File: src/hw/rtl/dwrs_store.sv
// dwrs_store: one word store, one write port and one registered read port
// no dependencies; instantiated twice by the top level
`default_nettype none

module dwrs_store #(
  parameter int DEPTH      = 64,
  parameter int DATA_WIDTH = 32,
  localparam int AW        = $clog2(DEPTH)
) (
  input  logic                  clk_i,
  input  logic                  we_i,
  input  logic [AW-1:0]         waddr_i,
  input  logic [DATA_WIDTH-1:0] wdata_i,
  input  logic [AW-1:0]         raddr_i,
  output logic [DATA_WIDTH-1:0] rdata_o
);

  logic [DATA_WIDTH-1:0] mem [DEPTH];
  logic [DATA_WIDTH-1:0] rdata_q;

  always_ff @(posedge clk_i) begin
    if (we_i) begin
      mem[waddr_i] <= wdata_i;
    end
  end

  always_ff @(posedge clk_i) begin
    rdata_q <= mem[raddr_i];
  end

  assign rdata_o = rdata_q;

endmodule

`default_nettype wire

File: config.mk
export PLATFORM = sky130hd
export DESIGN_NAME = dwrs_store
export DESIGN_NICKNAME = d
export VERILOG_FILES = /design/src/hw/rtl/dwrs_store.sv
export SDC_FILE = /design/constraint.sdc
export NUM_CORES = 2
export LEC_CHECK = 0
export BUFFER_PORTS_ARGS = -buffer_cell sky130_fd_sc_hd__buf_2
export CAP_MARGIN = 5
export CORE_MARGIN = 5
export CORE_UTILIZATION = 58
export DETAILED_ROUTE_END_ITERATION = 16
export PLACE_DENSITY = 0.72
export SYNTH_ARGS = -nofsm -noshare
export SYNTH_HDL_FRONTEND = slang
export SYNTH_SLANG_ARGS = --single-unit
export TNS_END_PERCENT = 10
File: constraint.sdc
create_clock -name clk_i -period 3.77 [get_ports clk_i]
set_input_delay 0.1885 -clock clk_i [delete_from_list [all_inputs] [get_ports clk_i]]
set_output_delay 0.1885 -clock clk_i [all_outputs]
set_load 0.01 [all_outputs]
# Yosys cells after proc, flatten, opt, wreduce, memory -nomap -nowiden
# Memories as Yosys holds them, arrays and structs flattened. A register that Yosys moved wholly into a read port is not among the register bits.
# Cells that the tools add are included.
# op_classes
addsub,0
mul,0
n_div,0
magnitude_cmp,0
eq_ne,0
shifts,0
n_mux,2
n_bitwise,0
n_reduce_logical,0
# ops
operator,count
1-bit two-way mux,2
# totals
ff_bits,0
latch_bits,0
ramBits,2048
rom_bits,0
in_bits,46
output_inout_bits,32
wordCells,3
mem_count,1
# mem_list
name,depth,width,rd,rd_ports_with_merged_regs,write_ports,line,text
mem,64,32,1,1,1,18,logic [DATA_WIDTH-1:0] mem [DEPTH];

# Logic depth before layout (Yosys ltp)
# logic_depth
word_depth,2
mapped_depth,10
mapped_depth_nobuf,5

# Worst setup path before layout
# Ideal clock, no wire load.
# synth_path
kind,input-to-reg
from,input waddr_i[3]
to,"memory mem[48][0], enable pin"
setup_time_ns,0.461
arrival_ns,2.887
required_time_ns,3.309
setup_slack_ns,0.422
cell_stages,4
n_path_buf,1
cell_sequence,clkbuf_1 -> nor2b_1 -> nand4b_1 -> nor3_1
# synth_rtl
element,line,text
from (decl),12,"input logic [AW-1:0] waddr_i,"
to (decl),18,
# Straight into the memory's write port.

==> flow_summary.yaml <==
critical_path:
  cp-start-kind: "primary input"
  path_class: "in2reg"
  arrival_ns: 3.56
  required_ns: 4.38
  cp-end-kind: "flip-flop"
  cp_max_fo: 21
global_routing:
  overflow: 0
  grt_pass1_wl_um: 280000
  grt_antenna_before_repair: 25
  top_usage_layer: "met2"
  met1_usage_pct: 38.7
  grtUsageMet3_pct: 7.86
  grt_pass1_vias: 38400
  grt_usage_pct: 28.1
  grt_start_max_net_pins: 92
  grt.met2_usage_pct: 44.1
cells_and_area:
  final_core_util_pct: 65.9
  syn2layout_area_growth_pct: 13.2
  layout-drive-gt1-share_pct: 30.7
  finalNetCount: 3675
clock_network:
  clk_path_buf_depth: 3
  postCtsSetupBuffers: 0
  root_buffer: "clkbuf_16"
  htreeDepth: 4
  insertion_delay_ns: 0.81
  cts_sinks: 2080
  cts_tree: "built"
  cts_made_buffers: 195
  cts.clk_slew.worst_paths_ns: 0.06
drt:
  viasPerCell: 6.76
  drt_pass1_iterations: 5
  post-route-drc-count: 0
  ant_nets: 0
  vias: 37800
  totalWireLength_um: 196000
  wl_per_cell_um: 35.1
  dr.first_iter.drc_count: 5261
power_and_ir_drop:
  p_seq_share_pct: 54.4
  clock_power_share_pct: 40.3
  power.total_mw: 47.2
  power.leakage_nw: 27.9
  power_density_mw_per_mm2: 531
  switchingPower_mw: 9.82
  sw_frac_of_total_pct: 20.8
  power_frac_comb_pct: 5.3
  p_int_mw: 37.4
  vdd_drop_max_mv: 0.434
yosys:
  synth_seq_cells: 2080
  synth-simple-area-share_pct: 1.27
  synth_area_mm2: 0.0785
  synthesis.nets: 3370
  syn_avg_cell_area_um2: 23.6
  yosysSeqAreaShare_pct: 79.1
  synth_cell_types: 34
  synth_top_family_by_area: "multiplexers"
  yosysWarnings: 0
  synth_compound_area_share_pct: 1.67
  synthFlopType: "edfxtp_1"
  synth_cells: 3324
  async_reset_ff_share_pct: 0
  synth-adder-area-share_pct: 0
  synth_xor_area_share_pct: 0
  muxShareOfSynthArea_pct: 16.8
  synth_edf_count: 2048
timing:
  slew_headroom_pct: 13.1
  timing.final.crit_share_pct: 78.0
  fin_skew_ns: 0.0301
  timing_hold_violations_final: 0
  tightest_slew_ns: 1.30
  layout_min_cycle_time_ns: 2.94
  rsz0062_at_grt: "no"
  report.final.slew_viol_count: 0
  tns_ns: 0
  layout_setup_ws_ns: 0.828
  finalSetupViolations: 0
  worst_hold_slack_ns: 0.0531
  fmax_mhz: 340
floorplanning:
  die_w_um: 378
  start_util_pct: 58.2
  dieArea_mm2: 0.143
  fp.dieH_um: 378
  core_mm2: 0.135
  rows: 135
  io-pin-count: 78
place:
  dp_hpwl_um: 109000
  place.gp.congestion: 0.920
  pre_cts_ws_ns: 0.197
  port_buffers: 77
hold_path:
  min_path_type: "in2reg"
run_status:
  status: "completed"
job:
  drv_cap: 0
## cell usage after synthesis (2+ instances only)
| library cell | instances | area, um^2 |
|---|---|---|
| and2_1 | 2 | 12.5 |
| a22oi_1 | 12 | 90.1 |
| nand2_1 | 26 | 97.6 |
| or3_1 | 3 | 18.8 |
| o32ai_1 | 4 | 35.0 |
| dfxtp_1 | 32 | 641 |
| a41o_1 | 4 | 40.0 |
| nor2_1 | 137 | 514 |
| and3_1 | 4 | 25.0 |
| nor3_1 | 7 | 35.0 |
| buf_2 | 57 | 285 |
| o221ai_1 | 27 | 236 |
| nand3_1 | 5 | 25.0 |
| or3b_1 | 2 | 17.5 |
| a311oi_1 | 8 | 70.1 |
| o22ai_1 | 84 | 526 |
| nor2b_1 | 15 | 93.8 |
| a21oi_1 | 62 | 310 |
| nand2b_1 | 8 | 50.1 |
| mux4_2 | 544 | 12300 |
| nand3b_1 | 5 | 37.5 |
| mux2i_1 | 93 | 931 |
| clkbuf_1 | 74 | 278 |
| edfxtp_1 | 2048 | 61500 |
| buf_6 | 5 | 56.3 |
| buf_4 | 25 | 188 |
| nand4_1 | 2 | 12.5 |
| buf_1 | 21 | 78.8 |
| or3b_2 | 3 | 26.3 |
## critical path, cell delays in order
cell,delay (ns)
dlygate4sd3_1,0.60
buf_2,0.25
nand2_1,0.76
buf_4,0.51
buf_4,0.19
o22ai_1,0.73
nor2_1,0.28
## power groups by stage
stage | Sequential, mW | Combinational (mW) | Clock [mW]
after CTS | 25.7 | 2.48 | 19.2
final | 25.7 | 2.49 | 19.0
after global placement | 26.2 | 2.38 | 0
after floorplan | 26.2 | 1.25 | 0
after global routing | 25.7 | 2.61 | 20.3
after detailed placement | 26.2 | 2.45 | 0
## state kept, by name, summed over array words and instances, names as in the netlist
name	cells
mem	2048
rdata_o	32
## logic make-up (layout without fill, tap and decap cells)
family,after synthesis,count (layout)
buffers and inverters,182,649
AO/OA/AOI/OAI,202,202
other,0,16
multiplexers,637,637
flip-flops,2080,2080
AND/OR/NAND/NOR,223,223
## through the flow
step / instances / cell area [um^2]
after floorplan: 3324 / 78500
after global placement: 5194 / 82400
after detailed placement: 5194 / 82400
after CTS: 5568 / 88800
after global routing: 5572 / 88800
final: 5588 / 88900
## layout make-up
| cell class | instances | area (um^2) |
|---|---|---|
| Antenna cell | 16 | 40.0 |
| Multi-Input combinational cell | 1062 | 16000 |
| Fill cell | 8168 | 46100 |
| Clock inverter | 109 | 881 |
| Timing Repair Buffer | 290 | 2320 |
| Clock buffer | 250 | 5300 |
| Tap cell | 1781 | 2230 |
| Sequential cell | 2080 | 62100 |
## layer usage
layer	vias up	routed length [um]
met5	-	80
met4	14	7590
met3	374	23800
met2	2436	94500
met1	20000	70300
li1	14900	-
## path summary, 6_finish.rpt
path	from	to	slack, ns	cells past startpoint
worst max register to register	mem[55][18]	rdata_o[18]	1.02	5
worst max-delay path	raddr_i[4]	rdata_o[12]	0.83	7
worst min register to register	mem[28][17]	rdata_o[17]	0.81	4
worst min-delay path	wdata_i[14]	mem[26][14]	0.05	2
## placed cells by master, fill, tap and decap left out, types with 3 or more instances in the layout
master | synthesis | final
edfxtp_1 | 2048 | 2048
mux4_2 | 544 | 544
clkbuf_16 | 0 | 201
buf_4 | 25 | 176
mux2i_1 | 93 | 93
o22ai_1 | 84 | 84
nor2_1 | 137 | 75
buf_2 | 57 | 73
a21oi_1 | 62 | 62
nor2_4 | 0 | 62
clkinv_1 | 0 | 42
clkinv_2 | 0 | 42
clkbuf_1 | 74 | 40
dfxtp_1 | 32 | 32
o221ai_1 | 27 | 27
nand2_1 | 26 | 26
buf_12 | 0 | 21
dlygate4sd3_1 | 0 | 17
diode_2 | 0 | 16
nor2b_1 | 15 | 15
bufinv_16 | 0 | 14
a22oi_1 | 12 | 12
clkbuf_8 | 0 | 9
nand2b_1 | 8 | 8
a311oi_1 | 8 | 8
nand3b_1 | 5 | 5
nor3_1 | 7 | 5
nand3_1 | 5 | 5
inv_6 | 0 | 5
clkinvlp_4 | 0 | 5
and3_1 | 4 | 4
a41o_1 | 4 | 4
o32ai_1 | 4 | 4
or3b_2 | 3 | 3
or3_1 | 3 | 3
buf_8 | 0 | 3
## repair_timing
item,4_1_cts,5_1_grt
endpoints found under the setup margin,0,0
endpoints found under the hold margin,300,46
hold buffers,15,2
gates resized for setup,0,0
Note: power is estimated with default switching activity, not from simulation.
